[src/lrf_pkg.sv]
// lrf_pkg: shared types, constants and command codes for the line rasterizer framebuffer
// used by lrf_stepper, lrf_pixel_writer and line_rasterizer_framebuffer
// no dependencies
package lrf_pkg;

  localparam int SCREEN_WIDTH_DEF = 128;
  localparam int PAGE_COUNT_DEF   = 8;

  localparam int COORD_IN_W = 12;
  // mirrored coordinates reach +2048 and differences reach 4095
  localparam int COORD_W    = 14;
  localparam int D_W        = 16;
  localparam int FUNC_W     = 2;
  localparam int BYTE_W     = 8;

  localparam logic [FUNC_W-1:0] FUNC_DRAW  = 2'd0;
  localparam logic [FUNC_W-1:0] FUNC_READ  = 2'd1;
  localparam logic [FUNC_W-1:0] FUNC_CLEAR = 2'd2;

  typedef enum logic [3:0] {
    ST_CLEAR,
    ST_IDLE,
    ST_ORDER,
    ST_MIRROR,
    ST_INIT,
    ST_STEP,
    ST_DRAIN,
    ST_READ,
    ST_READ_DATA,
    ST_DONE
  } lrf_state_t;

  typedef struct packed {
    logic load;
    logic order;
    logic mirror;
    logic init;
    logic step;
  } lrf_step_ctrl_t;

  typedef struct packed {
    logic                      valid;
    logic signed [COORD_W-1:0] a;
    logic signed [COORD_W-1:0] b;
    logic                      neg;
    logic                      swp;
  } lrf_pix_t;

endpackage

[src/lrf_pixel_writer.sv]
// lrf_pixel_writer: maps octant pixels back, clips, and sets the bit by read-modify-write
// three stages: map and clip, address and ram read, merge and write with forwarding
// depends on lrf_pkg
module lrf_pixel_writer #(
  parameter int SCREEN_WIDTH = lrf_pkg::SCREEN_WIDTH_DEF,
  parameter int PAGE_COUNT   = lrf_pkg::PAGE_COUNT_DEF
) (
  input  logic                                          clk,
  input  logic                                          rst,
  input  lrf_pkg::lrf_pix_t                             pix,
  output logic                                          rd_en,
  output logic [$clog2(PAGE_COUNT*SCREEN_WIDTH)-1:0]    rd_addr,
  input  logic [lrf_pkg::BYTE_W-1:0]                    rd_data,
  output logic                                          wr_en,
  output logic [$clog2(PAGE_COUNT*SCREEN_WIDTH)-1:0]    wr_addr,
  output logic [lrf_pkg::BYTE_W-1:0]                    wr_data,
  output logic                                          busy
);
  import lrf_pkg::*;

  localparam int HEIGHT = PAGE_COUNT * 8;
  localparam int DEPTH  = PAGE_COUNT * SCREEN_WIDTH;
  localparam int ADDR_W = $clog2(DEPTH);
  localparam int X_W    = $clog2(SCREEN_WIDTH);
  localparam int Y_W    = $clog2(HEIGHT);
  localparam logic signed [COORD_W-1:0] WIDTH_S  = COORD_W'(SCREEN_WIDTH);
  localparam logic signed [COORD_W-1:0] HEIGHT_S = COORD_W'(HEIGHT);

  logic signed [COORD_W-1:0] mx, my;
  logic                      in_scr;

  logic              v1, v2, last_v;
  logic [X_W-1:0]    xr;
  logic [Y_W-1:0]    yr;
  logic [ADDR_W-1:0] addr_c, addr2, last_addr;
  logic [BYTE_W-1:0] mask_c, mask2, last_data, base;

  always_comb begin
    if (pix.neg && pix.swp) begin
      mx = pix.b;
      my = -pix.a;
    end else if (pix.neg) begin
      mx = pix.a;
      my = -pix.b;
    end else if (pix.swp) begin
      mx = pix.b;
      my = pix.a;
    end else begin
      mx = pix.a;
      my = pix.b;
    end
    in_scr = !mx[COORD_W-1] && (mx < WIDTH_S) && !my[COORD_W-1] && (my < HEIGHT_S);
  end

  always_comb begin
    addr_c = ADDR_W'(yr >> 3) * ADDR_W'(SCREEN_WIDTH) + ADDR_W'(xr);
    mask_c = 8'h01 << yr[2:0];
  end

  assign rd_en   = v1;
  assign rd_addr = addr_c;

  // the write of the previous pixel is not yet visible to a read issued with it
  assign base    = (last_v && (last_addr == addr2)) ? last_data : rd_data;
  assign wr_en   = v2;
  assign wr_addr = addr2;
  assign wr_data = base | mask2;
  assign busy    = v1 | v2;

  always_ff @(posedge clk) begin
    if (rst) begin
      v1     <= 1'b0;
      v2     <= 1'b0;
      last_v <= 1'b0;
    end else begin
      v1     <= pix.valid && in_scr;
      v2     <= v1;
      last_v <= v2;
    end
    xr        <= X_W'(mx);
    yr        <= Y_W'(my);
    addr2     <= addr_c;
    mask2     <= mask_c;
    last_addr <= addr2;
    last_data <= wr_data;
  end

endmodule

[config.mk]
export PLATFORM = sky130hd
export DESIGN_NAME = lrf_pixel_writer
export DESIGN_NICKNAME = d
export VERILOG_FILES = /design/src/lrf_pkg.sv /design/src/lrf_pixel_writer.sv
export SDC_FILE = /design/constraint.sdc
export NUM_CORES = 1
export LEC_CHECK = 0
export ABC_AREA = 1
export BUFFER_PORTS_ARGS = -buffer_cell sky130_fd_sc_hd__buf_2
export CORE_ASPECT_RATIO = 0.5
export CORE_MARGIN = 5
export CORE_UTILIZATION = 40
export CTS_BUF_LIST = sky130_fd_sc_hd__clkbuf_16
export DETAILED_ROUTE_END_ITERATION = 8
export HOLD_SLACK_MARGIN = 0.03
export SYNTH_ARGS = -nofsm -noshare
export SYNTH_HDL_FRONTEND = slang
export SYNTH_SLANG_ARGS = --single-unit
[constraint.sdc]
create_clock -name clk -period 3.21 [get_ports clk]
set_clock_uncertainty 0.2 [all_clocks]
set_input_delay 0.642 -clock clk [delete_from_list [all_inputs] [get_ports clk]]
set_output_delay 0.642 -clock clk [all_outputs]
set_load 0.02 [all_outputs]
### Word level (Yosys, flattened, before mapping)

Cells that the tools add are included.

| operators by class | value |
|---|---|
| eq/ne operators | 1 |
| mux-type cells | 7 |
| $add $sub $neg | 3 |
| reductions and logical operators | 8 |
| bitwise gates (word level) | 2 |
| shifts and indexed selects | 1 |
| magnitude comparators | 2 |
| divide/modulo/power cells | 0 |
| multipliers | 0 |

Operators with widths:

| operator | count |
|---|---|
| $mux W14 | 6 |
| $neg A14 Y14 | 2 |
| $lt A14 B8 Y1 const B | 1 |
| $lt A14 B9 Y1 const B | 1 |
| $add A10 B7 Y10 | 1 |
| $eq A10 B10 Y1 | 1 |
| $mux W8 | 1 |
| $or A8 B8 Y8 | 1 |
| $shl A1 B3 Y8 const A | 1 |
| $logic_and A1 B1 Y1 | 6 |
| $logic_not A1 Y1 | 2 |
| $or A1 B1 Y1 | 1 |

| storage, ports and cells | value |
|---|---|
| bits in latches | 0 |
| logic and storage cells | 33 |
| output and inout bits | 31 |
| input bits | 41 |
| register bits after elaboration | 52 |
| memories kept | 0 |
| bits in writable memories | 0 |
| bits in read-only memories | 0 |

### Longest topological paths before layout

Gate-level depths: netlist of the first run.

| depth | value |
|---|---|
| word-level depth | 8 |
| gate-level depth with buffers | 13 |
| depth with buffers taken out | 13 |

### Least setup slack after synthesis of the first run

OpenSTA, ideal clock, no wires.

| timing | value |
|---|---|
| path kind | reg2out |
| start point | reg addr2[7], in the netlist wr_addr[7] |
| end point | out wr_data[0] (netlist name) |
| data arrival time | 1.419 ns |
| stages on the path, launching flop included | 9 |
| required time | 2.368 ns |
| setup slack | 0.949 ns |
| path buffers | 0 |
| cell sequence | dfxtp_1 -> inv_1 -> or2_0 -> o21ai_0 -> or3_1 -> nor2_1 -> nand2_1 -> nand2_1 -> nand3_1 |

| between the ends | value |
|---|---|
| longest elaborated chain between the ends | 4 |

Ends and longest elaborated chain:

| item | line | text |
|---|---|---|
| start, declared | lrf_pixel_writer.sv:35 | `logic [ADDR_W-1:0] addr_c, addr2, last_addr;` |
| start signal, assigned | lrf_pixel_writer.sv:82 | `addr2 <= addr_c;` |
| $eq A10 B10 Y1 | lrf_pixel_writer.sv:64 | `assign base = (last_v && (last_addr == addr2)) ? last_data : rd_data;` |
| $logic_and A1 B1 Y1 | lrf_pixel_writer.sv:64 |  |
| $mux W8 | lrf_pixel_writer.sv:64 |  |
| $or A8 B8 Y8 | lrf_pixel_writer.sv:67 | `assign wr_data = base \| mask2;` |
| end, declared | lrf_pixel_writer.sv:16 | `output logic [lrf_pkg::BYTE_W-1:0] wr_data,` |

Every way passes these cells.

### Worst setup path in the final report of the first run

| timing | value |
|---|---|
| start point | reg addr2[7], in the netlist wr_addr[7] |
| end point | out wr_data[3] (netlist name) |

The elaborated chain is that of the path after synthesis.

==> results of run 1 <==
## logic make-up (layout without fill, tap and decap cells)
family | Yosys count | count (layout) | synth area share, %
AND/OR/NAND/NOR | 206 | 206 | 35.2
XOR/XNOR | 7 | 7 | 2.31
flip-flops | 52 | 52 | 39.2
adder cells (fa/ha/maj) | 2 | 2 | 0.941
buffers and inverters | 66 | 136 | 11.0
AO/OA/AOI/OAI | 54 | 54 | 11.3
## final cells by class
class,count,area [sq um],area share [%]
Inverter,57,214,6.68
Clock buffer,5,125,3.91
Sequential cell,52,1040,32.5
Multi-Input combinational cell,269,1320,41.3
Clock inverter,3,27.5,0.860
Timing Repair Buffer,71,355,11.1
Tap cell,92,115,3.60
## layer usage
| metal | track usage, % | vias to the layer above | share of wire, % |
|---|---|---|---|
| met5 | 0 | - | 0 |
| met4 | 3.65 | 0 | 1.0 |
| met3 | 2.84 | 6 | 4.0 |
| met2 | 26.5 | 42 | 46 |
| met1 | 18.8 | 1060 | 49 |
| li1 | - | 1367 | - |
## flip-flops by register name, indices dropped and copies added (netlist names)
signal	flops
last_addr	10
wr_addr	10
last_data	8
mask2	8
xr	7
yr	6
last_v	1
rd_en	1
wr_en	1
## worst max-delay path, delay by kind of cell, from the launching register on
| kind | cells | cell delay, ps |
|---|---|---|
| AND/OR/NAND/NOR | 6 | 930 |
| flip-flops | 1 | 310 |
| buffers and inverters | 2 | 230 |
| AO/OA/AOI/OAI | 1 | 80 |
## synth_stat cells (all sizes together) (2+ instances only)
master / count
nand2: 107
or2: 3
nand3: 28
xor2: 4
a21oi: 12
buf: 7
clkbuf: 2
nand4: 6
inv: 57
nor3: 13
dfxtp: 52
o211ai: 2
nor2: 46
ha: 2
xnor2: 3
o21ai: 32
## per-stage QoR
stage          total power, W  area (sq um)  util [%]
6_report              0.00153          3200      48.7
5_1_grt               0.00162          3200      48.7
3_3_place_gp          0.00101          3050      46.4
2_1_floorplan        0.000920          2660         -
4_1_cts               0.00155          3200      48.7
3_5_place_dp          0.00102          3050      46.4
## power breakdown
part	internal [W]	leakage, nW	switching (W)
logic	0.0000957	1.07	0.000172
registers	0.000700	0.436	0.0000307
clock network	0.000296	0.0719	0.000239
## cell usage in the layout, fill, tap and decap left out, types with 2 or more instances in the layout
cell	count
xnor2_1	3
nor2_2	9
nand2_4	3
ha_1	2
o21ai_0	32
nand4_1	6
or2_2	2
dfxtp_1	52
nand3_2	2
clkbuf_16	5
nand2_1	103
nor3_1	13
nor2_4	3
nor2_1	34
a21oi_1	12
inv_1	55
inv_2	2
nand3_1	26
o211ai_1	2
buf_2	71
xor2_1	4
## how the worst min path moves through the flow
stage	startpoint	end	cells after the start
final	yr[5]$_DFF_P_	wr_addr[9]$_DFF_P_	0
after detailed placement	yr[3]$_DFF_P_	wr_addr[7]$_DFF_P_	0
after CTS	yr[3]$_DFF_P_	wr_addr[7]$_DFF_P_	0
after global placement	yr[3]$_DFF_P_	wr_addr[7]$_DFF_P_	0
after global routing	xr[2]$_DFF_P_	wr_addr[2]$_DFF_P_	0
after floorplan	yr[3]$_DFF_P_	wr_addr[7]$_DFF_P_	0
==> results.py, run 1 <==
metrics = {
    "worst_setup_path": {
        "crit_end": "wr_data[3]",
        "crit_path_start": "wr_addr[7]$_DFF_P_",
        "crit_path_start_kind": "flip-flop",
        "cp.arrival_ps": 1840,
        "cpMaxStageDelayCell": "dfxtp_1",
        "cpMostUsedCell": "nand2_1",
        "worst_path_largest_cell_delay_ps": 310,
        "criticalPathCategory": "flip-flop to primary output",
        "reg2reg_to": "last_data[7]$_DFF_P_",
        "reg2reg_from": "wr_addr[7]$_DFF_P_",
        "ff2ff_path_depth": 8,
        "path_cells": "inv_1 -> or2_0 -> o21ai_0 -> or3_1 -> nor2_1 -> nand2_1 -> nand2_1 -> nand3_1 -> buf_2",
        "worstSetupEndpointType": "primary output",
        "crit_fanout": 8,
        "required_ps": 2370,
        "reg2reg_slack_ps": 1510,
    },
    "grt": {
        "grt_pass1_wl_mm": 10.3,
        "grtUsageTotal_pct": 14.8,
        "gr-total-overflow": 0,
        "grt_max_degree": 28,
        "antenna_found_initial": 0,
        "grt_pass1_vias": 2194,
    },
    "sta": {
        "setup-violations-final": 0,
        "drv_slew": 0,
        "rsz0062_at_grt": "false",
        "setup_slack_ps": 529,
        "timing.fmax_ghz": 0.373,
        "worst_pin_slew_ps": 448,
        "min_period_ps": 2680,
        "finalHoldViolations": 0,
        "slew_headroom_pct": 70.1,
        "whs_ps": 148,
        "finalSetupTns_ps": 0,
        "finalCritPeriodShare_pct": 83.5,
    },
    "floorplan": {
        "die_h_microns": 67.6,
        "pin_count": 72,
        "initial_utilization_pct": 40.5,
        "row_count": 21,
        "core_region_area_sq_um": 6570,
        "die_w_microns": 125,
        "die_area_sq_um": 8470,
    },
    "route": {
        "ant_nets": 0,
        "viasPerCell": 4.51,
        "drc": 0,
        "firstDrtPassIters": 4,
        "drt-initial-drc-count": 128,
        "wire_per_inst_microns": 11.3,
        "dr_total_vias": 2475,
        "wirelength_mm": 6.23,
    },
    "place": {
        "detailed_place_hpwl_mm": 5.08,
        "place_inst": 541,
        "portBuffers": 71,
        "place_congestion": 0.839,
        "dp_slack_ps": 804,
    },
    "cts": {
        "cts_buffers": 5,
        "clkLatencyLatePin_ps": 280,
        "postCtsSetupBuffers": 0,
        "cts_resized": 0,
        "ctsHoldBuffers": 0,
        "cts_num_sinks": 52,
        "cts_max_level": 2,
        "tritoncts": "yes",
        "clk_pin_slew_ps": 70,
        "cts_root_buf": "clkbuf_16",
        "ctsLongestPathBuffers": 2,
    },
    "run": {
        "drv_cap": 0,
    },
    "synthesis": {
        "synth.net_count": 430,
        "synth_cell_types": 37,
        "ys_ff_latch": 52,
        "ys.flop_type": "dfxtp_1",
        "syn_avg_cell_area_sq_um": 6.87,
        "synthTopCellsByArea": "dfxtp_1 39%, nand2_1 15%, inv_1 7.8%, o21ai_0 6.0%, nand3_1 4.9%",
        "synth_area_sq_um": 2660,
        "synthArstFlopShare_pct": 0,
        "syn_inst": 387,
        "synth-edff-count": 0,
        "synth_top_area_share_pct": 39.2,
        "synth_area_leader_cell": "dfxtp_1",
        "ys_seq_area_share_pct": 39.2,
        "yosysWarnings": 0,
    },
    "finish": {
        "insertedDiodeCount": 0,
        "drive_gt1_share_pct": 22.1,
        "nets": 499,
        "stdcell_count": 549,
        "area_growth_pct": 20.5,
        "fill_cells": 707,
    },
    "pwr": {
        "p_per_area_nw_per_um2": 479,
        "ir_worst_vdd_v": 0.000198,
        "p_leak_nw": 1.57,
    },
    "status": {
        "status": "finished, final reports clean",
    },
    "min_path": {
        "hold_class": "flip-flop to flip-flop",
    },
}
(Power assumes the default switching activity.)
==> inputs of run 2 (changes only) <==
ABC_AREA = 0   (was 1)
PLACE_DENSITY = 0.65   (was not set)
clock period = 2.5 ns   (was 3.21 ns; I/O delays follow)
==> results.py, run 2 <==
metrics = {
    "status": {
        "status": "finished, final reports clean",
    },
    "grt": {
        "gr-total-overflow": 0,
        "grtUsageTotal_pct": 15.7,
        "antenna_found_initial": 0,
        "grt_pass1_wl_mm": 9.23,
        "grt_pass1_vias": 1986,
        "grt_max_degree": 33,
    },
    "floorplan": {
        "die_area_sq_um": 7300,
        "die_w_microns": 116,
        "initial_utilization_pct": 41.1,
        "pin_count": 72,
        "die_h_microns": 63.0,
        "row_count": 19,
        "core_region_area_sq_um": 5470,
    },
    "route": {
        "wire_per_inst_microns": 14.2,
        "firstDrtPassIters": 4,
        "viasPerCell": 5.13,
        "ant_nets": 0,
        "drt-initial-drc-count": 111,
        "drc": 0,
        "wirelength_mm": 5.47,
        "dr_total_vias": 1970,
    },
    "synthesis": {
        "synth_area_leader_cell": "dfxtp_1",
        "synthTopCellsByArea": "dfxtp_1 46%, xnor2_1 4.3%, nor2b_1 3.9%, a211o_1 3.5%, mux2_2 3.0%",
        "synth.most_common_cell": "dfxtp_1",
        "ys_ff_latch": 52,
        "syn_inst": 228,
        "syn_avg_cell_area_sq_um": 9.84,
        "synthArstFlopShare_pct": 0,
        "synth-edff-count": 0,
        "ys_seq_area_share_pct": 46.4,
        "synth_top_cells_by_count": "52 x dfxtp_1, 15 x nand2_1, 14 x nor2b_1",
        "synth_top_area_share_pct": 46.4,
        "yosysWarnings": 0,
        "synth_cell_types": 52,
        "synth.net_count": 271,
        "ys.flop_type": "dfxtp_1",
        "synth_area_sq_um": 2240,
    },
    "finish": {
        "area_growth_pct": 34.2,
        "stdcell_count": 384,
        "insertedDiodeCount": 0,
        "fin_area_sq_um": 3010,
        "fill_cells": 507,
        "final_cell_mix": "64 x buf_2, 43 x dfxtp_1, 15 x nand2_1, 15 x buf_4, 14 x nor2b_1",
        "mostFrequentLayoutCell": "buf_2",
        "nets": 353,
        "drive_gt1_share_pct": 40.2,
    },
    "sta": {
        "min_period_ps": 2470,
        "drv_slew": 0,
        "finalHoldViolations": 0,
        "finalCritPeriodShare_pct": 98.9,
        "slew_headroom_pct": 70.9,
        "setup-violations-final": 0,
        "worst_pin_slew_ps": 430,
        "rsz0062_at_grt": "true",
        "timing.fmax_ghz": 0.405,
    },
    "worst_setup_path": {
        "path_cells": "xnor2_2 -> nand4_1 -> nor3_4 -> buf_6 -> nor2b_1 -> a211o_1 -> buf_6",
        "worst_path_largest_cell_delay_ps": 360,
        "cp.arrival_ps": 1770,
        "reg2reg_slack_ps": 840,
        "criticalPathCategory": "flip-flop to primary output",
        "crit_path_start_kind": "flip-flop",
        "required_ps": 1800,
        "cpMaxStageDelayCell": "dfxtp_2",
        "crit_fanout": 8,
        "reg2reg_from": "wr_addr[0]$_DFF_P_",
        "worstSetupEndpointType": "primary output",
        "crit_path_start": "wr_addr[0]$_DFF_P_",
        "cpMostUsedCell": "buf_6",
    },
    "cts": {
        "tritoncts": "yes",
        "cts_buffers": 5,
        "cts_num_sinks": 52,
        "ctsHoldBuffers": 0,
        "clk_pin_slew_ps": 70,
        "clkLatencyLatePin_ps": 290,
        "ctsLongestPathBuffers": 2,
        "cts_max_level": 2,
        "cts_root_buf": "clkbuf_16",
    },
    "pwr": {
        "p_leak_nw": 1.32,
        "p_per_area_nw_per_um2": 650,
        "ir_worst_vdd_v": 0.000361,
    },
    "min_path": {
        "hold_path_startpoint": "xr[1]$_DFF_P_",
        "hold_class": "flip-flop to flip-flop",
    },
    "place": {
        "post_dp_cell_area_sq_um": 2730,
        "detailed_place_hpwl_mm": 4.19,
        "portBuffers": 71,
        "place_inst": 374,
        "place_congestion": 0.926,
    },
    "run": {
        "drv_cap": 0,
    },
}
==> run 2: changes by cell type after synthesis, sizes merged, moves of 8 or more <==
cell   delta
nand2    -92
inv      -51
nor2     -35
nand3    -22
o21ai    -20
nor2b    +14
a211o     +9
a21oi     -9
xnor2     +8
==> run 2: kinds of logic (layout without fill, tap and decap cells) <==
| logic type | Yosys count | after routing | synth area share, % |
|---|---|---|---|
| adder cells (fa/ha/maj) | 2 | 2 | 1.11 |
| multiplexers | 13 | 13 | 7.25 |
| AO/OA/AOI/OAI | 43 | 43 | 13.6 |
| flip-flops | 52 | 52 | 46.4 |
| AND/OR/NAND/NOR | 89 | 89 | 23.2 |
| buffers and inverters | 17 | 100 | 3.79 |
| XOR/XNOR | 12 | 12 | 4.68 |
==> run 2: critical path, delay by kind of cell (launching register included) <==
kind            cells  cell delay, ps
compound gates      1             290
xor+xnor            1             110
buf+inv             2             300
flops               1             360
simple gates        3             420
==> run 2: power by group <==
group	total (W)	switching (W)	internal, W
Sequential	0.000949	0.0000460	0.000903
Combinational	0.000334	0.000178	0.000156
Clock	0.000676	0.000297	0.000379
==> run 2: routing by layer <==
layer	wire length (microns)	GRT usage [%]	vias up
met1	2420	19.5	925
met5	0	0	-
li1	-	-	995
met3	246	3.29	6
met2	2730	26.9	44
met4	68	5.21	0
==> run 2: final cells by class <==
| class | count | area [sq um] | share of cell area, % |
|---|---|---|---|
| clock buffer | 5 | 125 | 4.15 |
| tap | 73 | 91.3 | 3.03 |
| multi-input combinational | 159 | 1180 | 39.2 |
| clock inverter | 3 | 27.5 | 0.914 |
| sequential | 52 | 1050 | 35.0 |
| timing repair buffer | 86 | 512 | 17.0 |
| inverter | 6 | 22.5 | 0.748 |
==> run 2: worst paths after layout <==
check	endpoint	cells past startpoint
worst min register to register	wr_addr[1]$_DFF_P_	0
worst max register to register	last_data[7]$_DFF_P_	6
worst max-delay path	wr_data[7]	7
worst min-delay path	wr_addr[1]$_DFF_P_	0
==> run 2: timing repair <==
item | CTS | global route
endpoints found under the setup margin | 8 | 8
cloned | 1 | 0
gates resized for setup | 22 | 12
endpoints found under the hold margin | 0 | 0
pin swaps | 16 | 6
setup buffers | 1 | 0
==> run 2: stage by stage <==
| step | total power (W) | TNS, ps | utilization (%) | worst slack (ps) | hold WS, ps |
|---|---|---|---|---|---|
| 2_1_floorplan | 0.00114 | 0 | - | 106 | 132 |
| 3_3_place_gp | 0.00126 | 0 | 50.0 | 1.80 | 132 |
| 3_5_place_dp | 0.00127 | -33.6 | 50.0 | -33.6 | 133 |
| 4_1_cts | 0.00197 | 0 | 54.0 | 3.49 | 133 |
| 5_1_grt | 0.00206 | -619 | 55.1 | -97.4 | 140 |
| 6_report | 0.00196 | 0 | 55.1 | 28.1 | 128 |
==> inputs of run 3 (changes only) <==
CORE_UTILIZATION = 50   (was 40)
PLACE_DENSITY = 0.79   (was 0.65)
clock period = 2.7 ns   (was 2.5 ns; I/O delays follow)
==> results.py, run 3 (synthesis results as in run 2) <==
metrics = {
    "finish": {
        "insertedDiodeCount": 0,
        "nets": 349,
        "stdcell_count": 364,
        "post-route-util_pct": 65.8,
        "drive_gt1_share_pct": 34.9,
        "final_cell_mix": "72 x buf_2, 49 x dfxtp_1, 15 x nand2_1",
        "mostFrequentLayoutCell": "buf_2",
        "area_growth_pct": 27.8,
    },
    "run": {
        "drv_cap": 0,
    },
    "place": {
        "portBuffers": 71,
        "place_congestion": 0.830,
        "place_inst": 353,
        "detailed_place_hpwl_mm": 4.09,
        "dp_slack_ps": 48.7,
    },
    "worst_setup_path": {
        "required_ps": 1960,
        "worstSetupEndpointType": "primary output",
        "crit_fanout": 8,
        "criticalPathCategory": "flip-flop to primary output",
        "crit_path_start_kind": "flip-flop",
        "cp.arrival_ps": 1830,
    },
    "grt": {
        "grtUsageTotal_pct": 18.0,
        "grt_pass1_wl_mm": 8.87,
        "gr-total-overflow": 0,
        "antenna_found_initial": 0,
        "grt_pass1_vias": 1933,
        "grt_max_degree": 36,
    },
    "sta": {
        "drv_slew": 0,
        "min_period_ps": 2570,
        "finalHoldViolations": 0,
        "slew_headroom_pct": 74.1,
        "worst_pin_slew_ps": 385,
        "setup_slack_ps": 128,
        "finalCritPeriodShare_pct": 95.3,
        "setup-violations-final": 0,
        "timing.fmax_ghz": 0.389,
    },
    "floorplan": {
        "die_h_microns": 57.4,
        "row_count": 17,
        "die_area_sq_um": 6010,
        "initial_utilization_pct": 51.5,
        "core_region_area_sq_um": 4360,
        "pin_count": 72,
        "die_w_microns": 105,
    },
    "cts": {
        "clk_pin_slew_ps": 60,
        "cts_max_level": 2,
        "cts_root_buf": "clkbuf_16",
        "ctsLongestPathBuffers": 2,
        "cts_num_sinks": 52,
        "tritoncts": "yes",
        "cts_buffers": 5,
        "clkLatencyLatePin_ps": 280,
    },
    "pwr": {
        "p_total_w": 0.00183,
        "p_per_area_nw_per_um2": 638,
        "ir_worst_vdd_v": 0.000309,
        "p_leak_nw": 1.24,
    },
    "route": {
        "wirelength_mm": 5.32,
        "drc": 0,
        "dr_total_vias": 1977,
        "wire_per_inst_microns": 14.6,
        "ant_nets": 0,
        "drt-initial-drc-count": 97,
        "firstDrtPassIters": 4,
        "viasPerCell": 5.43,
    },
    "min_path": {
        "hold_class": "flip-flop to flip-flop",
    },
    "status": {
        "status": "finished, final reports clean",
    },
}
-- run 3: stage by stage --
stage / cell area [sq um] / setup TNS (ps) / hold slack, ps
floorplan: 2240 / 0 / 132
global placement: 2670 / 0 / 130
detailed placement: 2670 / 0 / 132
CTS: 2830 / 0 / 147
global route: 2870 / -43.5 / 155
finish: 2870 / 0 / 143
-- run 3: path summary, 6_finish.rpt --
| kind | from | to | slack (ps) | cells after the start |
|---|---|---|---|---|
| worst min register to register | xr[0]$_DFF_P_ | wr_addr[0]$_DFF_P_ | 140 | 0 |
| worst max-delay path | wr_addr[0]$_DFF_P_ | wr_data[1] | 130 | 7 |
| worst min-delay path | xr[0]$_DFF_P_ | wr_addr[0]$_DFF_P_ | 140 | 0 |
| worst max register to register | wr_addr[0]$_DFF_P_ | last_data[1]$_DFF_P_ | 1000 | 6 |
-- run 3: what timing repair did --
item | CTS | global route
resized for setup | 0 | 7
hold buffers | 0 | 0
setup buffers | 0 | 2
endpoints found under the setup margin | 0 | 8
-- run 3: worst max-delay path: stages (launching register included) --
cell and delay (ps):
dfxtp_2 350, xnor2_2 170, nand4_1 110, nor3_2 220
buf_4 200, nor2b_1 60, a211o_1 280, buf_2 160
-- run 3: area by class of cell --
| cell class | count | area [sq um] |
|---|---|---|
| fill | 356 | 1490 |
| clock inverter | 3 | 37.5 |
| timing repair buffer | 82 | 435 |
| tap | 57 | 71.3 |
| multi-input combinational | 159 | 1130 |
| inverter | 6 | 22.5 |
| sequential | 52 | 1040 |
| clock buffer | 5 | 125 |
-- run 3: routing by layer --
| metal | part of all wire (%) | routed length, microns | vias to the layer above | global-route usage [%] |
|---|---|---|---|---|
| met1 | 41 | 2210 | 915 | 21.1 |
| met3 | 6.6 | 350 | 13 | 4.52 |
| met5 | 0 | 0 | - | 0 |
| li1 | - | - | 983 | - |
| met4 | 2.4 | 128 | 0 | 7.83 |
| met2 | 50 | 2640 | 66 | 31.7 |
-- run 3: report_power, final --
group	switching (W)	internal, W
registers	0.0000387	0.000835
clock network	0.000244	0.000430
logic	0.000159	0.000124
total	0.000441	0.00139
