### src/lrf_pkg.sv
// lrf_pkg: shared types, constants and command codes for the line rasterizer framebuffer
// used by lrf_stepper, lrf_pixel_writer and line_rasterizer_framebuffer
// no dependencies
package lrf_pkg;

  localparam int SCREEN_WIDTH_DEF = 128;
  localparam int PAGE_COUNT_DEF   = 8;

  localparam int COORD_IN_W = 12;
  // mirrored coordinates reach +2048 and differences reach 4095
  localparam int COORD_W    = 14;
  localparam int D_W        = 16;
  localparam int FUNC_W     = 2;
  localparam int BYTE_W     = 8;

  localparam logic [FUNC_W-1:0] FUNC_DRAW  = 2'd0;
  localparam logic [FUNC_W-1:0] FUNC_READ  = 2'd1;
  localparam logic [FUNC_W-1:0] FUNC_CLEAR = 2'd2;

  typedef enum logic [3:0] {
    ST_CLEAR,
    ST_IDLE,
    ST_ORDER,
    ST_MIRROR,
    ST_INIT,
    ST_STEP,
    ST_DRAIN,
    ST_READ,
    ST_READ_DATA,
    ST_DONE
  } lrf_state_t;

  typedef struct packed {
    logic load;
    logic order;
    logic mirror;
    logic init;
    logic step;
  } lrf_step_ctrl_t;

  typedef struct packed {
    logic                      valid;
    logic signed [COORD_W-1:0] a;
    logic signed [COORD_W-1:0] b;
    logic                      neg;
    logic                      swp;
  } lrf_pix_t;

endpackage

### src/lrf_stepper.sv
// lrf_stepper: line setup (order, mirror into first octant) and bresenham stepping
// one pixel per cycle in the step phase, driven by the sequencer in the top level
// depends on lrf_pkg
module lrf_stepper (
  input  logic                                      clk,
  input  lrf_pkg::lrf_step_ctrl_t                   ctrl,
  input  logic signed [lrf_pkg::COORD_IN_W-1:0]     start_x,
  input  logic signed [lrf_pkg::COORD_IN_W-1:0]     start_y,
  input  logic signed [lrf_pkg::COORD_IN_W-1:0]     end_x,
  input  logic signed [lrf_pkg::COORD_IN_W-1:0]     end_y,
  output lrf_pkg::lrf_pix_t                         pix,
  output logic                                      last
);
  import lrf_pkg::*;

  logic signed [COORD_W-1:0] x0, y0, x1, y1;
  logic signed [COORD_W-1:0] a, b, a_end, dx, dy;
  logic signed [D_W-1:0]     d, step_e, step_ne;
  logic                      neg, swp;

  logic                      xs, ngt, sw;
  logic signed [COORD_W-1:0] ox0, oy0, ox1, oy1;
  logic signed [COORD_W-1:0] dxr, dyr;

  always_comb begin
    xs  = x0 > x1;
    ox0 = xs ? x1 : x0;
    oy0 = xs ? y1 : y0;
    ox1 = xs ? x0 : x1;
    oy1 = xs ? y0 : y1;
    ngt = oy0 > oy1;
    dxr = x1 - x0;
    dyr = y1 - y0;
    sw  = dyr > dxr;
  end

  assign last = (a == a_end);

  always_ff @(posedge clk) begin
    if (ctrl.load) begin
      x0 <= COORD_W'(start_x);
      y0 <= COORD_W'(start_y);
      x1 <= COORD_W'(end_x);
      y1 <= COORD_W'(end_y);
    end
    if (ctrl.order) begin
      x0  <= ox0;
      x1  <= ox1;
      y0  <= ngt ? -oy0 : oy0;
      y1  <= ngt ? -oy1 : oy1;
      neg <= ngt;
    end
    if (ctrl.mirror) begin
      swp   <= sw;
      a     <= sw ? y0 : x0;
      b     <= sw ? x0 : y0;
      a_end <= sw ? y1 : x1;
      dx    <= sw ? dyr : dxr;
      dy    <= sw ? dxr : dyr;
    end
    if (ctrl.init) begin
      d       <= (D_W'(dy) <<< 1) - D_W'(dx);
      step_e  <= D_W'(dy) <<< 1;
      step_ne <= (D_W'(dy) - D_W'(dx)) <<< 1;
    end
    if (ctrl.step && !last) begin
      a <= a + COORD_W'(1);
      // a tie (d == 0) steps the minor axis
      if (d[D_W-1]) begin
        d <= d + step_e;
      end else begin
        b <= b + COORD_W'(1);
        d <= d + step_ne;
      end
    end
  end

  always_comb begin
    pix.valid = ctrl.step;
    pix.a     = a;
    pix.b     = b;
    pix.neg   = neg;
    pix.swp   = swp;
  end

endmodule

### config.mk
export PLATFORM = sky130hd
export DESIGN_NAME = lrf_stepper
export DESIGN_NICKNAME = d
export VERILOG_FILES = /design/src/lrf_pkg.sv /design/src/lrf_stepper.sv
export SDC_FILE = /design/constraint.sdc
export NUM_CORES = 1
export LEC_CHECK = 0
export CORE_AREA = 2 2 180 182
export DETAILED_ROUTE_END_ITERATION = 8
export DIE_AREA = 0 0 182 184
export DONT_BUFFER_PORTS = 1
export SYNTH_ARGS = -nofsm -noshare
export SYNTH_HDL_FRONTEND = slang
export SYNTH_SLANG_ARGS = --single-unit
### constraint.sdc
create_clock -name clk -period 6.9 [get_ports clk]
set_clock_uncertainty 0.05 [all_clocks]
set_input_delay 1.38 -clock clk [delete_from_list [all_inputs] [get_ports clk]]
set_output_delay 1.38 -clock clk [all_outputs]
set_load 0.02 [all_outputs]
# Word level (Yosys, flattened, before mapping)
# Index checks and enable logic that the tools add are counted.
# op_classes
eq_ne	2
add_sub_neg	10
n_mux	27
n_reduce_logical	6
order_cmp	3
# op_table
cell	count
$mux W14	24
$mux W16	3
$gt A14 B14 Y1	3
$add A14 B2 Y14 const B	2
$neg A14 Y14	2
$sub A14 B14 Y14	2
$add A16 B15 Y16	1
$add A16 B16 Y16	1
$sub A15 B14 Y16	1
$sub A14 B14 Y15	1
$eq A14 B14 Y1	1
$reduce_bool A2 Y1	3
$ne A2 B1 Y1 const B	1
$reduce_and A2 Y1	1
$logic_and A1 B1 Y1	1
$logic_not A1 Y1	1
# totals
in_bits	54
ff_bits	173

# Logic depth before layout (Yosys ltp)
# Gate-level depths: netlist of run 1.
# logic_depth
word_depth	6
depth_mapped	23
mapped_depth_nobuf	21

# Least setup slack after synthesis of run 1
# Ideal clock, no wire load.
# synth_path
path_kind	reg-to-reg
start	register x1[1]
end	register a_end[10], data pin
path_stages_with_launch	22
period_less_slack_ps	4717
arrival_ps	4407
setup_slack_ps	2183
setup_time_ps	260
cell_sequence	edfxtp_1 ha_1 nor2b_1 o2111ai_1 nand4_1 a31o_2 a21o_1 a21o_1 a21o_1 a21o_1 a21oi_1 xnor2_1 inv_1 ha_1 and4_1 nand2_1 or4_1 o211a_2 nor2_4 buf_12 buf_12 mux2_2
# synth_between
elab_chain_cells	3
# synth_rtl
element	line	text
from (decl)	lrf_stepper.sv:16	logic signed [COORD_W-1:0] x0, y0, x1, y1;
from (signal assigned)	lrf_stepper.sv:43	x1 <= COORD_W'(end_x);
$sub A14 B14 Y14	lrf_stepper.sv:32	dxr = x1 - x0;
$gt A14 B14 Y1	lrf_stepper.sv:34	sw = dyr > dxr;
$mux W14	lrf_stepper.sv:57	a_end <= sw ? y1 : x1;
to (signal assigned)	lrf_stepper.sv:57	
to (decl)	lrf_stepper.sv:17	logic signed [COORD_W-1:0] a, b, a_end, dx, dy;
# Every way passes these cells.
# A chain may end at the register's enable or synchronous reset.

# Worst setup path in the final report of run 1
# layout_path
start	register x0[1]
end	register a[11], data pin
# layout_between
elab_chain_cells	5
# layout_rtl
element	line	text
from (decl)	lrf_stepper.sv:16	
from (signal assigned)	lrf_stepper.sv:41	x0 <= COORD_W'(start_x);
$sub A14 B14 Y14	lrf_stepper.sv:32	
$gt A14 B14 Y1	lrf_stepper.sv:34	
$mux W14	lrf_stepper.sv:55	a <= sw ? y0 : x0;
$mux W14	lrf_stepper.sv:53	if (ctrl.mirror) begin
$mux W14	lrf_stepper.sv:66	if (ctrl.step && !last) begin
to (signal assigned)	lrf_stepper.sv:55	
to (signal assigned)	lrf_stepper.sv:67	a <= a + COORD_W'(1);
to (decl)	lrf_stepper.sv:17	
# Every way passes these cells. The select of a mux whose other input is x is not followed.

==> results of run 1 <==
-- flip-flops by register name (all words and copies together), names as in the netlist --
| signal | cells |
|---|---|
| y0 | 14 |
| step_ne | 15 |
| step_e | 14 |
| a | 14 |
| a_end | 14 |
| neg | 1 |
| d | 15 |
| b | 14 |
| x1 | 14 |
| swp | 1 |
| dy | 14 |
| x0 | 14 |
| dx | 14 |
| y1 | 14 |
-- path summary, 6_finish.rpt --
| kind | start | end | slack (ns) | cells after the start |
|---|---|---|---|---|
| worst max-delay path | x0[1] | a[11] | 1.23 | 22 |
| worst min-delay path | dy[0] | step_e[1] | 0.45 | 0 |
| worst max register to register | x0[1] | a[11] | 1.23 | 22 |
| worst min register to register | dy[0] | step_e[1] | 0.45 | 0 |
-- cell families after synthesis --
group | after synthesis
buffers and inverters | 149
DFF | 172
and+or+nand+nor | 368
xor gates and xnor gates | 99
AOI/OAI and AO/OA | 304
muxes | 103
adders and majority gates | 90
-- synthesized netlist by cell type (29+ instances only) --
library cell	instances	area, sq um
nand3_1	29	145
mux2i_1	39	390
nand2_1	90	338
xnor2_1	67	587
xor2_1	32	280
edfxtp_1	158	4740
inv_1	93	349
o21ai_0	83	415
nor2_1	122	458
ha_1	85	1060
a21oi_1	99	495
mux2_2	64	721
nor3_1	29	145
-- per-stage QoR --
step	worst slack [ns]	cell area, sq um	hold slack (ns)	cells
6_report	1.23	13300	0.446	1672
5_1_grt	0.865	13300	0.467	1671
4_1_cts	1.26	13300	0.445	1671
3_5_place_dp	1.28	12700	0.439	1639
3_3_place_gp	1.38	12700	0.445	1639
2_1_floorplan	2.18	12400	0.381	1285
-- area by class of cell --
class                   count  share of cell area
multi-input cells         964               0.510
flip-flops and latches    172               0.379
well taps                 402              0.0379
clock buffers              19              0.0327
inverters                  94              0.0266
clock inverters            13             0.00840
repair buffers              7             0.00491
diodes                      1            0.000189
-- routing by layer --
metal	vias up	track usage	wire (um)
met4	4	0.0594	558
met5	-	0	33
met3	34	0.0402	1960
met2	247	0.311	14600
li1	4567	-	-
met1	4453	0.265	14700
==> metrics.log, run 1 <==
[metrics] status: completed
[metrics] detailed-route vias per instance: 5.57
[metrics] total nets after synthesis: 1,429
[metrics] adder and majority gate portion of the synthesized area: 0.0936
[metrics] Die Outline Area: 33,500 sq um
[metrics] DRC marker count from the first detailed-route iteration: 767
[metrics] count of buffers from port buffering: 0
[metrics] Final Hold Violating Endpoints: 0
[metrics] top cell family by delay on the critical path: compound AO/OA/AOI/OAI gates
[metrics] slew margin rel.: 0.204
[metrics] Achievable Freq: 177 MHz
[metrics] initial cell density of the core: 0.396
[metrics] TritonCTS clock tree: built
[metrics] Worst-Margin Slew: 1.19 ns
[metrics] number of antenna violations at the first check in global routing: 3
[metrics] placeable core region: 31,400 sq um
[metrics] max cap viols: 0
[metrics] latest clock arrival within the worst-skew pair: 0.43 ns
[metrics] Critical path buffers and inverters: 3
[metrics] Net count, final: 1,400
[metrics] via total after detailed routing: 9,305
[metrics] Clock Sinks: 172
[metrics] endpoint arrival time on the critical path: 5.77 ns
[metrics] Mapped Avg Cell Area: 9.67 sq um
[metrics] library cell appearing most often on the critical path: a21o_1
[metrics] Yosys warning total: 0
[metrics] cells resized by post-CTS repair: 0
[metrics] post-synthesis compound-gate area fraction: 0.151
[metrics] Hold Crit Class: reg -> reg
[metrics] maximum number of pins on one net before global-route repair: 61
[metrics] register area share after synthesis: 0.404
[metrics] die height: 184 um
[metrics] utilization after layout: 0.422
[metrics] data required time at the worst endpoint: 7.01 ns
[metrics] area occupied by registers: 5020 sq um
[metrics] xor and xnor area share after synthesis: 0.0698
[metrics] Final Cycle Share: 0.821
[metrics] Tot GR Track Use: 0.194
[metrics] weighted congestion reported at the end of routability-driven placement: 0.923
[metrics] Post-synth ARST share: 0
[metrics] ANT nets after route: 0
[metrics] setup repair after global routing missed its margin: no
[metrics] wire length of the first global-routing pass: 50.6 mm
[metrics] placement row count: 65
[metrics] number of distinct library cells after synthesis: 68
[metrics] count of final setup violators: 0
[metrics] most frequent cells in the layout: edfxtp_1 (158), nor2_1 (122), a21oi_1 (99)
[metrics] Post-CTS Setup Inserts: 0
[metrics] number of global-route vias before repair: 9,138
[metrics] post-synth design cell area: 12,400 sq um
[metrics] share of cell area taken by muxes after synthesis: 0.0894
[metrics] number of clock buffers inserted by TritonCTS: 17
[metrics] final critical path time including I/O delays and setup: 5.67 ns
[metrics] worst-path cell chain: inv_1 > ha_1 > nor2b_1 > o2111ai_1 > nand4_1 > a31o_2 > a21o_1 > a21o_1 > a21o_1 > a21o_1 > a21oi_1 > xnor2_1 > inv_1 > ha_1 > and4_1 > nand2_1 > o311ai_0 > nor2_1 > nor2_4 > buf_12 > mux2i_1 > a21oi_1
[metrics] startpoint kind of the worst setup timing path: flip-flop
[metrics] layout filler cell count: 3,039
[metrics] number of hold buffers added after cts: 0
[metrics] worst-path fanout max: 50
[metrics] Seq cells post-synth: 172
[metrics] dominant combinational cell family by area after synthesis: compound AO/OA/AOI/OAI gates
[metrics] setup total negative slack: 0 ns
[metrics] total detailed-routing wirelength: 31.8 mm
[metrics] area fraction in and, or, nand and nor cells after synthesis: 0.139
[metrics] IO Count: 86
[metrics] buffer type at the clock tree root: clkbuf_16
[metrics] clock-pin slew on the worst setup and hold paths: 0.07 ns
[metrics] Slew Limit Fails: 0
[metrics] cell count after synthesis: 1,285
[metrics] delay of the slowest critical-path stage: 0.47 ns
[metrics] category of the most critical setup path: reg -> reg
[metrics] most common flop cell mapped by yosys: edfxtp_1
[metrics] Routed wire per std cell: 19.0 um
[metrics] DRC violation count after routing: 0
[metrics] critical path's slowest cell: mux2i_1
[metrics] multi-input logic area: 6760 sq um
[metrics] crit end category: flip-flop
[metrics] die width: 182 um
[metrics] HPWL after detailed placement: 24.6 mm
[metrics] layout cells sized above 1: 0.0969
[metrics] total grt overflow: 0
[metrics] number of synthesized flops with an enable pin: 158
[metrics] CTS H-tree lvls: 4
[metrics] most common cell after layout, fill and taps aside: edfxtp_1
[metrics] buffer levels on the longest clock path: 2
[metrics] 1st-pass router iterations: 6
[metrics] Synth-to-Final Area Change: 6.64%
Power of run 1 is left out: the tool's default activity adds up to more than one toggle a clock period on the data nets, which glitch-free logic cannot reach.
==> run 2: changes to the inputs <==
==> constraint.sdc (replaced) <==
create_clock -name clk -period 4.8 [get_ports clk]
set_clock_uncertainty 0.05 [all_clocks]
set_input_delay 0.96 -clock clk [delete_from_list [all_inputs] [get_ports clk]]
set_output_delay 0.96 -clock clk [all_outputs]
set_load 0.02 [all_outputs]
==> metrics.log, run 2 (synthesized netlist as in run 1, its figures left out) <==
[metrics] Die Outline Area: 33,500 sq um (unchanged)
[metrics] endpoint arrival time on the critical path: 4.98 ns (was 5.77 ns)
[metrics] buffer levels on the longest clock path: 2 (unchanged)
[metrics] slew margin rel.: 0.445 (was 0.204)
[metrics] buffer type at the clock tree root: clkbuf_16 (unchanged)
[metrics] via total after detailed routing: 9,578 (was 9,305)
[metrics] launching element of the worst setup path: x0[1] (unchanged)
[metrics] number of clock buffers inserted by TritonCTS: 17 (unchanged)
[metrics] utilization after layout: 0.454 (was 0.422)
[metrics] count of buffers from port buffering: 0 (unchanged)
[metrics] clock-pin slew on the worst setup and hold paths: 0.08 ns (was 0.07 ns)
[metrics] maximum number of pins on one net before global-route repair: 56 (was 61)
[metrics] Hold Crit Class: reg -> reg (unchanged)
[metrics] crit end category: flip-flop (unchanged)
[metrics] DRC marker count from the first detailed-route iteration: 719 (was 767)
[metrics] most common cell after layout, fill and taps aside: edfxtp_1 (unchanged)
[metrics] leading registers by flop count: d x15, step_ne x15 (unchanged)
[metrics] post-layout instance count excluding filler cells: 1,749 (was 1,672)
[metrics] HPWL after detailed placement: 25.2 mm (was 24.6 mm)
[metrics] wire length of the first global-routing pass: 52.2 mm (was 50.6 mm)
[metrics] detailed-route vias per instance: 5.48 (was 5.57)
[metrics] number of global-route vias before repair: 9,551 (was 9,138)
[metrics] Clock Sinks: 172 (unchanged)
[metrics] Post-Route Hold Slack: 0.435 ns (was 0.446 ns)
[metrics] Tot GR Track Use: 0.200 (was 0.194)
[metrics] CTS H-tree lvls: 4 (unchanged)
[metrics] number of cells on the worst reg-to-reg path: 25 (was 22)
[metrics] most frequent cells in the layout: edfxtp_1 (158), nor2_1 (121), a21oi_1 (96) (was edfxtp_1 (158), nor2_1 (122), a21oi_1 (99))
[metrics] final critical path time including I/O delays and setup: 4.74 ns (was 5.67 ns)
[metrics] initial cell density of the core: 0.396 (unchanged)
[metrics] DRC violation count after routing: 0 (unchanged)
[metrics] Final Cycle Share: 0.988 (was 0.821)
[metrics] placement row count: 65 (unchanged)
[metrics] Worst-Margin Slew: 0.832 ns (was 1.19 ns)
[metrics] layout cells sized above 1: 0.168 (was 0.0969)
[metrics] flop-to-flop setup slack: 0.06 ns (was 1.23 ns)
[metrics] Slew Limit Fails: 0 (unchanged)
[metrics] Final Hold Violating Endpoints: 0 (unchanged)
[metrics] Net count, final: 1,476 (was 1,400)
[metrics] die width: 182 um (unchanged)
[metrics] latest clock arrival within the worst-skew pair: 0.44 ns (was 0.43 ns)
[metrics] Routed wire per std cell: 19.0 um (about the same)
[metrics] startpoint of the worst register-to-register path: x0[1] (unchanged)
[metrics] count of final setup violators: 0 (unchanged)
[metrics] status: completed (unchanged)
[metrics] max cap viols: 0 (unchanged)
[metrics] 1st-pass router iterations: 5 (was 6)
[metrics] data required time at the worst endpoint: 5.04 ns (was 7.01 ns)
[metrics] CP Capture Point: b[11] (was a[11])
[metrics] category of the most critical setup path: reg -> reg (unchanged)
[metrics] setup repair after global routing missed its margin: yes (was no)
[metrics] total detailed-routing wirelength: 33.2 mm (was 31.8 mm)
[metrics] worst-path fanout max: 6 (was 50)
[metrics] placeable core region: 31,400 sq um (unchanged)
[metrics] smallest setup slack after layout: 0.0586 ns (was 1.23 ns)
[metrics] number of hold buffers added after cts: 0 (unchanged)
[metrics] startpoint kind of the worst setup timing path: flip-flop (unchanged)
[metrics] number of antenna violations at the first check in global routing: 3 (unchanged)
[metrics] endpoint of the lowest-slack register-to-register path: b[11] (was a[11])
[metrics] weighted congestion reported at the end of routability-driven placement: 0.907 (was 0.923)
[metrics] Synth-to-Final Area Change: 14.7% (was 6.64%)
[metrics] Achievable Freq: 211 MHz (was 177 MHz)
[metrics] DP Worst Slack: -0.146 ns (was 1.28 ns)
[metrics] IO Count: 86 (unchanged)
[metrics] ANT nets after route: 0 (unchanged)
[metrics] die height: 184 um (unchanged)
[metrics] TritonCTS clock tree: built (unchanged)
[metrics] total grt overflow: 0 (unchanged)
[metrics] number of cells in the design after placement: 1,698 (was 1,639)
## run 2: routing by layer
layer	vias up	global-route usage	routed length (um)
met5	-	0	46
met4	6	0.0581	769
met1	4545	0.261	14700
met3	62	0.0414	1940
li1	4723	-	-
met2	242	0.337	15800
## run 2: worst min-delay path by stage
stage | startpoint | endpoint | slack [ns] | depth (start not counted)
final | dy[13] | step_e[14] | 0.43 | 0
after CTS | dy[13] | step_e[14] | 0.43 | 0
after global routing | dy[13] | step_e[14] | 0.44 | 0
after floorplan | dy[13] | step_e[14] | 0.38 | 0
after global placement | dy[13] | step_e[14] | 0.43 | 0
after detailed placement | dy[13] | step_e[14] | 0.43 | 0
## run 2: metrics by stage
step	area (sq um)	setup TNS [ns]
after detailed placement	13200	-4.34
after CTS	14000	0
after global placement	13200	-0.520
after floorplan	12400	0
final	14300	0
after global routing	14200	-1.96
## run 2: critical path: stages (launching register included)
cell	delay, ns
edfxtp_1	0.41
inv_2	0.10
ha_4	0.19
nor2b_4	0.12
o2111ai_2	0.19
nand4_1	0.15
a31o_2	0.25
a21o_1	0.16
a21o_1	0.16
a21o_1	0.16
a21o_1	0.19
a21oi_2	0.17
xnor2_2	0.15
inv_2	0.07
ha_4	0.26
and4_4	0.22
nand2_4	0.06
or4_4	0.43
o211a_4	0.17
nor2_4	0.11
buf_12	0.14
buf_12	0.12
buf_16	0.12
buf_12	0.12
mux2i_4	0.22
a221oi_2	0.08
## run 2: what timing repair did
item,CTS,global route
setup endpoints to repair,60,84
buffers inserted,7,8
cloned,3,2
pin swaps,13,26
resized for setup,13,45
## run 2: area by class of cell
class                           instances  area [sq um]
Inverter                               94           353
Timing Repair Buffer                   83           810
Fill cell                            2940         17100
Tap cell                              402           503
Sequential cell                       172          5020
Multi-Input combinational cell        964          6960
Clock inverter                         15           173
Clock buffer                           17           425
Antenna cell                            2          5.00
Power of run 2 is left out for the same reason.
==> run 3: changes to the inputs <==
==> constraint.sdc (replaced) <==
create_clock -name clk -period 5.25 [get_ports clk]
set_clock_uncertainty 0.05 [all_clocks]
set_input_delay 1.05 -clock clk [delete_from_list [all_inputs] [get_ports clk]]
set_output_delay 1.05 -clock clk [all_outputs]
set_load 0.02 [all_outputs]
==> metrics.log, run 3 (synthesized netlist as in run 1, its figures left out) <==
[metrics] status: completed (unchanged)
[metrics] Final Cycle Share: 0.957 (was 0.988)
[metrics] count of buffers from port buffering: 0 (unchanged)
[metrics] placement row count: 65 (unchanged)
[metrics] delay of the slowest critical-path stage: 0.51 ns (was 0.43 ns)
[metrics] Synth-to-Final Area Change: 9.93% (was 14.7%)
[metrics] ANT nets after route: 0 (unchanged)
[metrics] Achievable Freq: 199 MHz (was 211 MHz)
[metrics] most common cell after layout, fill and taps aside: edfxtp_1 (unchanged)
[metrics] total grt overflow: 0 (unchanged)
[metrics] Die Outline Area: 33,500 sq um (unchanged)
[metrics] DRC marker count from the first detailed-route iteration: 623 (was 719)
[metrics] DRC violation count after routing: 0 (unchanged)
[metrics] total detailed-routing wirelength: 32.8 mm (was 33.2 mm)
[metrics] Slew Limit Fails: 0 (unchanged)
[metrics] placeable core region: 31,400 sq um (unchanged)
[metrics] start point of the worst min-delay path: dy[0] (was dy[13])
[metrics] max cap viols: 0 (unchanged)
[metrics] number of cells on the worst reg-to-reg path: 22 (was 25)
[metrics] detailed-route vias per instance: 5.51 (was 5.48)
[metrics] count of final setup violators: 0 (unchanged)
[metrics] Hold Crit Class: reg -> reg (unchanged)
[metrics] endpoint of the lowest-slack register-to-register path: b[3] (was b[11])
[metrics] die height: 184 um (unchanged)
[metrics] IO Count: 86 (unchanged)
[metrics] weighted congestion reported at the end of routability-driven placement: 0.910 (was 0.907)
[metrics] endpoint arrival time on the critical path: 5.28 ns (was 4.98 ns)
[metrics] Net count, final: 1,433 (was 1,476)
[metrics] wire length of the first global-routing pass: 50.9 mm (was 52.2 mm)
[metrics] setup total negative slack: 0 ns (unchanged)
[metrics] most frequent cells in the layout: edfxtp_1 (158), nor2_1 (122), a21oi_1 (99) (was edfxtp_1 (158), nor2_1 (121), a21oi_1 (96))
[metrics] number of clock buffers inserted by TritonCTS: 17 (unchanged)
[metrics] category of the most critical setup path: reg -> reg (unchanged)
[metrics] layout filler cell count: 3,040 (was 2,940)
[metrics] CTS H-tree lvls: 4 (unchanged)
[metrics] HPWL after detailed placement: 25.3 mm (was 25.2 mm)
[metrics] via total after detailed routing: 9,401 (was 9,578)
[metrics] TritonCTS clock tree: built (unchanged)
[metrics] latest clock arrival within the worst-skew pair: 0.45 ns (was 0.44 ns)
[metrics] crit end category: flip-flop (unchanged)
[metrics] worst-path cell chain: ha_1 > nor2b_1 > o2111ai_2 > nand4_1 > a31o_2 > a21o_1 > a21o_1 > a21o_1 > a21o_1 > a21oi_1 > xnor2_1 > inv_1 > ha_4 > and4_1 > nand2_1 > or4_1 > o211a_2 > nor2_4 > buf_4 > buf_12 > mux2i_1 > a221oi_2
[metrics] number of global-route vias before repair: 9,218 (was 9,551)
[metrics] Final Hold Violating Endpoints: 0 (unchanged)
[metrics] Clock Sinks: 172 (unchanged)
[metrics] clock-pin slew on the worst setup and hold paths: 0.07 ns (was 0.08 ns)
[metrics] number of antenna violations at the first check in global routing: 3 (unchanged)
[metrics] buffer levels on the longest clock path: 2 (unchanged)
[metrics] maximum number of pins on one net before global-route repair: 56 (unchanged)
[metrics] worst-path fanout max: 11 (was 6)
[metrics] Routed wire per std cell: 19.3 um (was 19.0 um)
[metrics] critical path's slowest cell: or4_1 (was or4_4)
[metrics] data required time at the worst endpoint: 5.50 ns (was 5.04 ns)
[metrics] Worst-Margin Slew: 0.872 ns (was 0.832 ns)
[metrics] Tot GR Track Use: 0.197 (was 0.200)
[metrics] initial cell density of the core: 0.396 (unchanged)
[metrics] die width: 182 um (unchanged)
[metrics] leading registers by flop count: d x15, step_ne x15 (unchanged)
[metrics] setup repair after global routing missed its margin: no (was yes)
[metrics] startpoint of the worst register-to-register path: x1[1] (was x0[1])
[metrics] buffer type at the clock tree root: clkbuf_16 (unchanged)
[metrics] layout cells sized above 1: 0.123 (was 0.168)
[metrics] slew margin rel.: 0.419 (was 0.445)
[metrics] final critical path time including I/O delays and setup: 5.03 ns (was 4.74 ns)
[metrics] flop-to-flop setup slack: 0.22 ns (was 0.06 ns)
[metrics] Worst Hold Endpoint: step_e[1] (was step_e[14])
[metrics] startpoint kind of the worst setup timing path: flip-flop (unchanged)
[metrics] 1st-pass router iterations: 5 (unchanged)
[metrics] Hold Path Cell Cnt: 0 (unchanged)
[metrics] library cell appearing most often on the critical path: a21o_1 (unchanged)
## run 3: metal layers
layer / share of wire / global-route usage
met1: 0.46 / 0.257
met4: 0.020 / 0.0639
met3: 0.058 / 0.0469
met2: 0.47 / 0.324
met5: 0.00091 / 0
## run 3: layout make-up
class,count,area (sq um),area share
multi-input combinational,964,6780,0.496
sequential,172,5020,0.368
tap,402,503,0.0368
clock buffer,18,439,0.0321
timing repair buffer,40,355,0.0260
inverter,94,353,0.0258
clock inverter,14,204,0.0149
antenna,1,2.50,0.000183
## run 3: critical path: cells and delay by family, from the launching register on
family	cells	cell delay [ns]
muxes	1	0.37
adders and majority gates	2	0.59
xor gates and xnor gates	1	0.18
AOI/OAI and AO/OA	9	1.59
DFF	1	0.43
and+or+nand+nor	6	1.24
buffers and inverters	3	0.44
## run 3: worst max path at each step
| stage | from | endpoint | slack, ns | depth (start not counted) |
|---|---|---|---|---|
| 2_1_floorplan | x1[1] | a_end[10] | 0.53 | 21 |
| 3_3_place_gp | x1[1] | b[3] | 0.22 | 21 |
| 3_5_place_dp | x1[1] | b[0] | 0.16 | 21 |
| 4_1_cts | x1[1] | b[0] | 0.15 | 21 |
| 5_1_grt | x0[1] | a[3] | 0.006 | 23 |
| 6_report | x1[1] | b[3] | 0.22 | 22 |
## run 3: repair_timing
action	CTS	global route
gates resized for setup	0	3
buffers inserted	0	5
hold endpoints to repair	0	0
setup endpoints to repair	0	54
hold buffers	0	0
## run 3: stage by stage
stage                     area [sq um]  utilization  worst slack (ns)  hold WS (ns)  cells
after global routing             13700        0.435           0.00628         0.474   1704
after floorplan                  12400            -             0.533         0.381   1285
final                            13700        0.435             0.225         0.460   1705
after CTS                        13600        0.433             0.149         0.456   1698
after detailed placement         12900        0.412             0.161         0.441   1666
after global placement           12900        0.412             0.218         0.438   1666
Power of run 3 is left out for the same reason.
